==> config.mk <==
export PLATFORM = sky130hd
export DESIGN_NAME = sab_ctrl
export DESIGN_NICKNAME = d
export VERILOG_FILES = /design/src/sv/suffix_automaton_builder_assert.svh /design/src/sv/sab_pkg.sv /design/src/sv/sab_ctrl.sv
export SDC_FILE = /design/constraint.sdc
export NUM_CORES = 1
export LEC_CHECK = 0
export BUFFER_PORTS_ARGS = -buffer_cell sky130_fd_sc_hd__buf_2
export CORE_UTILIZATION = 45
export DETAILED_ROUTE_END_ITERATION = 7
export GPL_TIMING_DRIVEN = 0
export PLACE_DENSITY = 0.71
export RECOVER_POWER = 100
export SKIP_CTS_REPAIR_TIMING = 1
export SYNTH_ARGS = -nofsm -noshare
export SYNTH_HDL_FRONTEND = slang
export SYNTH_SLANG_ARGS = --single-unit
export TNS_END_PERCENT = 1
==> constraint.sdc <==
create_clock -name clk_i -period 3.4 [get_ports clk_i]
set_clock_uncertainty 0.15 [all_clocks]
set_input_delay 0.68 -clock clk_i [delete_from_list [all_inputs] [get_ports clk_i]]
set_output_delay 0.68 -clock clk_i [all_outputs]
set_load 0.01 [all_outputs]
==> src/sv/suffix_automaton_builder_assert.svh <==
// Assertion helpers used by the RTL file sv/sab_dp.sv.
`ifndef SUFFIX_AUTOMATON_BUILDER_ASSERT_SVH
`define SUFFIX_AUTOMATON_BUILDER_ASSERT_SVH

// Property that must hold at every clock edge out of reset.
`define SAB_ASSERT(lbl, expr) \
  lbl: assert property (@(posedge clk_i) disable iff (!rst_ni) (expr)) \
    else $error("sab assertion failed");

// Antecedent in one cycle implies consequent in the next.
`define SAB_ASSERT_NEXT(lbl, ante, cons) \
  lbl: assert property (@(posedge clk_i) disable iff (!rst_ni) (ante) |=> (cons)) \
    else $error("sab assertion failed");

`endif

==> src/sv/sab_pkg.sv <==
`default_nettype none
package sab_pkg;
  localparam int MAX_STATES = 4096;
  localparam int ALPHABET   = 26;
  localparam int ST_W       = $clog2(MAX_STATES);
  localparam int CNT_W      = ST_W + 1;
  localparam int LEN_W      = ST_W;
  localparam int SYM_W      = 5;

  localparam logic [CNT_W-1:0] NO_LINK = CNT_W'(MAX_STATES);

  typedef logic [ALPHABET-1:0][ST_W-1:0] row_t;

  typedef enum logic [4:0] {
    OP_NONE,
    OP_LOAD,
    OP_CLEAR,
    OP_FULL,
    OP_NEW,
    OP_LEN,
    OP_STEP,
    OP_ROOTLINK,
    OP_FOUND,
    OP_LINKQ,
    OP_CLONE,
    OP_LINK_NP_CL,
    OP_LINK_Q_CL,
    OP_REDIR,
    OP_COMMIT,
    OP_QSTART,
    OP_QREAD,
    OP_QMISS,
    OP_QSTEP,
    OP_OUT
  } dp_op_e;

  typedef struct packed {
    logic kind;
    logic start;
    logic sym_ok;
    logic room;
    logic edge_zero;
    logic edge_is_q;
    logic link_none;
    logic len_match;
    logic missed;
    logic out_free;
  } dp_status_t;
endpackage
`default_nettype wire

==> src/sv/sab_ctrl.sv <==
`default_nettype none
module sab_ctrl import sab_pkg::*; (
  input  wire logic       clk_i,
  input  wire logic       rst_ni,
  input  wire logic       in_valid_i,
  output logic            in_ready_o,
  input  wire dp_status_t status_i,
  output dp_op_e          op_o
);
  typedef enum logic [4:0] {
    S_INIT, S_IDLE, S_DISP, S_APP_CHK, S_LEN, S_WALK, S_ROOTLINK, S_CMP,
    S_LNP, S_LQ, S_REDIR, S_COMMIT, S_Q, S_QSTEP, S_OUT
  } state_e;

  state_e state_q, state_d;

  always_comb begin
    op_o    = OP_NONE;
    state_d = state_q;
    unique case (state_q)
      S_INIT: begin
        op_o = OP_CLEAR; state_d = S_IDLE;
      end
      S_IDLE: begin
        if (in_valid_i) begin
          op_o = OP_LOAD; state_d = S_DISP;
        end
      end
      S_DISP: begin
        if (!status_i.kind) begin
          if (status_i.start) op_o = OP_CLEAR;
          state_d = S_APP_CHK;
        end else begin
          if (status_i.start) op_o = OP_QSTART;
          state_d = S_Q;
        end
      end
      S_APP_CHK: begin
        priority if (!status_i.sym_ok) state_d = S_OUT;
        else if (!status_i.room) begin
          op_o = OP_FULL; state_d = S_OUT;
        end else begin
          op_o = OP_NEW; state_d = S_LEN;
        end
      end
      S_LEN: begin
        op_o = OP_LEN; state_d = S_WALK;
      end
      S_WALK: begin
        // missing edge: add it and follow the link; else the walk stops at q
        if (status_i.edge_zero) begin
          op_o = OP_STEP;
          if (status_i.link_none) state_d = S_ROOTLINK;
        end else begin
          op_o = OP_FOUND; state_d = S_CMP;
        end
      end
      S_ROOTLINK: begin
        op_o = OP_ROOTLINK; state_d = S_COMMIT;
      end
      S_CMP: begin
        if (status_i.len_match) begin
          op_o = OP_LINKQ; state_d = S_COMMIT;
        end else begin
          op_o = OP_CLONE; state_d = S_LNP;
        end
      end
      S_LNP: begin
        op_o = OP_LINK_NP_CL; state_d = S_LQ;
      end
      S_LQ: begin
        op_o = OP_LINK_Q_CL; state_d = S_REDIR;
      end
      S_REDIR: begin
        if (status_i.edge_is_q) begin
          op_o = OP_REDIR;
          if (status_i.link_none) state_d = S_COMMIT;
        end else begin
          state_d = S_COMMIT;
        end
      end
      S_COMMIT: begin
        op_o = OP_COMMIT; state_d = S_OUT;
      end
      S_Q: begin
        priority if (status_i.missed) state_d = S_OUT;
        else if (!status_i.sym_ok) begin
          op_o = OP_QMISS; state_d = S_OUT;
        end else begin
          op_o = OP_QREAD; state_d = S_QSTEP;
        end
      end
      S_QSTEP: begin
        op_o = OP_QSTEP; state_d = S_OUT;
      end
      S_OUT: begin
        if (status_i.out_free) begin
          op_o = OP_OUT; state_d = S_IDLE;
        end
      end
      default: state_d = S_INIT;
    endcase
  end

  assign in_ready_o = state_q == S_IDLE;

  always_ff @(posedge clk_i or negedge rst_ni) begin
    if (!rst_ni) begin
      state_q <= S_INIT;
    end else begin
      state_q <= state_d;
    end
  end
endmodule
`default_nettype wire

* Yosys cells after proc, flatten, opt, wreduce, memory -nomap -nowiden
Cells that the tools add are included.
Word-level totals: bits in registers 5, bits of input ports 13, output and inout port bits 6, word-level logic and storage cells 48
Operators by class: eq/ne operators 18, multiplexer cells 26, reductions and logical operators 3
Operators by type and width (number):
- one-hot mux 5 bit (15 select lines) | 1
- one-hot mux 5 bit (14 select lines) | 1
- two-way mux 5 bit | 9
- equality test 5 x 4 -> 1 bit (second input constant) | 7
- two-way mux 4 bit | 6
- equality test 5 x 3 -> 1 bit (second input constant) | 4
- equality test 5 x 2 -> 1 bit (second input constant) | 2
- two-way mux 2 bit | 5
- two-way mux 3 bit | 2
- inequality test 3 bit (second input constant) | 2
- equality test 5 x 1 -> 1 bit (second input constant) | 1
- zero test 5 bit | 1
- inequality test 2 bit (second input constant) | 2
- AND reduction 4 bit | 1
- two-way mux 1 bit | 2
- OR reduction 2 bit | 1

* Logic depth before layout (Yosys ltp)
word-level depth 3, depth in mapped cells 6, mapped depth without buffers 4

* Worst setup path after synthesis
No wires, ideal clock.
kind in2out, start in status_i[8] in the netlist's numbering, end out op_o[3], arrival time 1348 ps, data required time 2570 ps, setup slack 1222 ps, stages 4, path buffers 0, cells stage by stage nand3b_1 -> a21oi_1 -> nor2_1 -> a311oi_1
Between the ends: word-level cells in the longest chain between the ends 3
Ends and longest elaborated chain:
- start: declaration | line sab_ctrl.sv:7 | input wire dp_status_t status_i,
- two-way mux 4 bit | line sab_ctrl.sv:34 | if (status_i.start) op_o = OP_QSTART;
- two-way mux 5 bit | line sab_ctrl.sv:30 | if (!status_i.kind) begin
- one-hot mux 5 bit (15 select lines) | line sab_ctrl.sv:20 | unique case (state_q)
- end: declaration | line sab_ctrl.sv:8 | output dp_op_e op_o
Every way passes these cells.

* Final worst setup path
start reg state_q[3], end out op_o[1]
Between the ends: word-level cells in the longest chain between the ends 2, elaborated cells on any way between the ends 16, classes of those cells 14 x eq/ne; 1 x mux; 1 x reduce/logical
Ends and longest elaborated chain:
- start: declaration | line sab_ctrl.sv:15 | state_e state_q, state_d;
- start signal: assignment | line sab_ctrl.sv:111 | state_q <= state_d;
- equality test 5 x 4 -> 1 bit, or another cell as far along | line sab_ctrl.sv:20
- one-hot mux 5 bit (15 select lines) (*) | line sab_ctrl.sv:20
Every way passes the cells marked *; elsewhere a longest branch is shown, timed or not.

==> flow_metrics.env <==
export IMPL_synth_top_area_cell="dfrtp_1"
export IMPL_max_slew_margin=0.6734
export IMPL_drt_wl_total_um=1918
export IMPL_timing_fmax_mhz=342.5
export IMPL_hold_viol_final=0
export IMPL_initial_core_util=0.4808
export IMPL_synth_xor_area_share=0
export IMPL_first_pass_iters=4
export IMPL_p_sw_frac=0.5267
export IMPL_intPower_uw=334.9
export IMPL_route_detailed_drc=0
export IMPL_hold_path_class="in2async"
export IMPL_regMostFlops="state_q"
export IMPL_syn_nets=105
export IMPL_outcome="finished clean"
export IMPL_clockPowerShare=0.083
export IMPL_synth_fa_ha_area_frac=0
export IMPL_overflow=0
export IMPL_num_rows=13
export IMPL_cp_max_fo=10
export IMPL_die_area_um2=1543
export IMPL_cap_violations=0
export IMPL_pwr_share_comb=0.776
export IMPL_clk_insertion_delay_late_ps=240
export IMPL_grt_pass1_wl_um=3008
export IMPL_diodes=0
export IMPL_seq_area_frac_synth=0.1600
export IMPL_switchingPower_uw=372.7
export IMPL_clk_pin_slew_ps=40
export IMPL_wl_per_cell_um=14.98
export IMPL_finalSetupTns_ps=0
export IMPL_slew_viol_final=0
export IMPL_synth_simple_gate_area_frac=0.3940
export IMPL_largestRegisters="state_q: 4 flops"
export IMPL_synthTopCellsByArea="dfrtp_1 16%, nand2_1 7.2%, nand2b_1 7.0%, nor2_1 5.4%, a21oi_1 4.8%"
export IMPL_grt_max_degree=11
export IMPL_htreeDepth=1
export IMPL_final_util=0.5702
export IMPL_synth_top_family_by_area="simple AND/OR/NAND/NOR gates"
export IMPL_netlist_cell_type_count=38
export IMPL_required_ps=2570
export IMPL_drive_above_1_share=0.2035
export IMPL_numClockSinks=4
export IMPL_drt_iter0_markers=26
export IMPL_syn2layout_area_growth_pct=18.60
export IMPL_synth_avg_cell_area_um2=6.800
export IMPL_critPathLaunchType="flip-flop"
export IMPL_core_region_area_um2=1301
export IMPL_grt_setup_unrepaired="no"
export IMPL_p_leak_uw=0.0003008
export IMPL_ios=19
export IMPL_powerDensity_nw_per_um2=953.7
export IMPL_setup_violations_final=0
export IMPL_mostFrequentLayoutCell="buf_2"
export IMPL_via_count=799
export IMPL_largest_reg_flops=4
export IMPL_cts_root_buf="clkbuf_4"
export IMPL_ys_ff_latch=4
export IMPL_ir_drop_mv=0.6118
export IMPL_cts_buffers=3
export IMPL_antenna_found_initial=0
export IMPL_fillCellCount=136
export IMPL_timing_final_crit_share=0.8587
export IMPL_tightest_slew_ps=489.9
export IMPL_fp_dieW_um=39.29
export IMPL_final_cell_mix="14 x buf_2, 12 x nand2_1, 10 x clkbuf_1"
export IMPL_clock_path_buffers=2
export IMPL_vias_per_cell=6.242
export IMPL_synth_warnings=0
export IMPL_cts_tree="yes"
export IMPL_die_h_um=39.29
export IMPL_dp_hpwl_um=1377
export IMPL_syn_inst=92
export IMPL_gp_congestion=0.9539
export IMPL_period_minus_slack_ps=2919
export IMPL_fin_nets=128
export IMPL_critPathLaunch="state_q[3]"
export IMPL_grt_use_total=0.2869
export IMPL_cp_data_arrival_time_ps=2090
export IMPL_grt_pass1_vias=655
export IMPL_reg2reg_from="state_q[3]"
export IMPL_syn_area_um2=625.6
export IMPL_synth_mux_area_frac=0.01600
export IMPL_drtAntennaViolNets=0
export IMPL_seq_power_share=0.141
export IMPL_synth_compound_area_frac=0.3420
export IMPL_synth_top_cell_area_share=0.1600
export IMPL_setup_worst_path_end_class="output port"
export IMPL_portBuffers=18
export IMPL_worst_setup_path_type="reg2out"
==> per-stage QoR <==
| stage | worst slack (ps) | power (uW) | cells | hold slack [ps] | instance area [um2] |
|---|---|---|---|---|---|
| 6_report | 480.5 | 707.6 | 128 | 112.4 | 742.0 |
| 5_1_grt | 377.9 | 776.2 | 128 | 125.2 | 742.0 |
| 4_1_cts | 835.7 | 718.1 | 128 | 85.16 | 757.0 |
| 3_5_place_dp | 987.0 | 653.4 | 125 | 336.6 | 734.5 |
| 3_3_place_gp | 1038 | 643.4 | 125 | 333.5 | 734.5 |
| 2_1_floorplan | 1222 | 506.5 | 92 | 234.4 | 625.6 |
==> cell type report <==
type	count	area (um2)	share of cell area
sequential	4	100.1	0.1349
clock buffer	3	22.52	0.03035
timing repair buffer	18	82.58	0.1113
inverter	1	3.754	0.005059
buffer	8	43.79	0.05902
multi-input combinational	79	470.5	0.6341
tap	15	18.77	0.02530
==> final timing paths <==
path | to | slack [ps] | cells after the start
max | op_o[1] | 480 | 6
min | state_q[0] | 110 | 1
max reg2reg | state_q[0] | 1370 | 5
min reg2reg | state_q[1] | 630 | 4
max in group asynchronous | state_q[3] | 2800 | 1
min in group clk_i | state_q[1] | 630 | 4
==> worst max-delay path, cell delays in order, from the launching register on <==
cell	delay (ps)
dfrtp_1	440
clkbuf_1	350
clkbuf_1	440
nor2_1	100
a32oi_1	250
o211ai_1	120
buf_2	150
==> layer usage <==
| metal | wire (um) | global-route usage |
|---|---|---|
| met4 | 12 | 0.08621 |
| met1 | 833 | 0.4167 |
| met3 | 154 | 0.06818 |
| met2 | 917 | 0.4125 |
| met5 | 0 | 0 |
==> power groups by stage <==
stage | registers [uW] | logic [uW] | clock network (uW)
after floorplan | 91.4 | 415 | 0
after global placement | 97.1 | 546 | 0
after detailed placement | 98.0 | 555 | 0
after CTS | 97.6 | 560 | 60.6
after global routing | 102 | 611 | 63.6
final | 99.8 | 549 | 58.8
==> synth_stat cells (all sizes together) <==
master,instances
o22ai,2
buf,8
a211oi,3
o21bai,2
o21a,1
nand3b,2
nor2b,2
nor2,9
o211ai,2
a2111o,1
or2,1
nor4,1
nand3,1
or4b,1
dfrtp,4
inv,1
nand2b,7
o21ai,6
and2,1
o221ai,1
nor3b,2
a31oi,2
a21oi,6
mux2i,1
a221oi,1
a32oi,1
a21boi,1
or2b,1
nand2,13
and3,2
a311oi,1
o31a,1
nor3,4
==> kinds of logic (layout without fill, tap and decap cells) <==
family / Yosys count / in the layout
AND/OR/NAND/NOR: 47 / 47
multiplexers: 1 / 1
AO/OA/AOI/OAI: 31 / 31
buffers and inverters: 9 / 30
flip-flops: 4 / 4
Power figures use the tool's default switching activity.
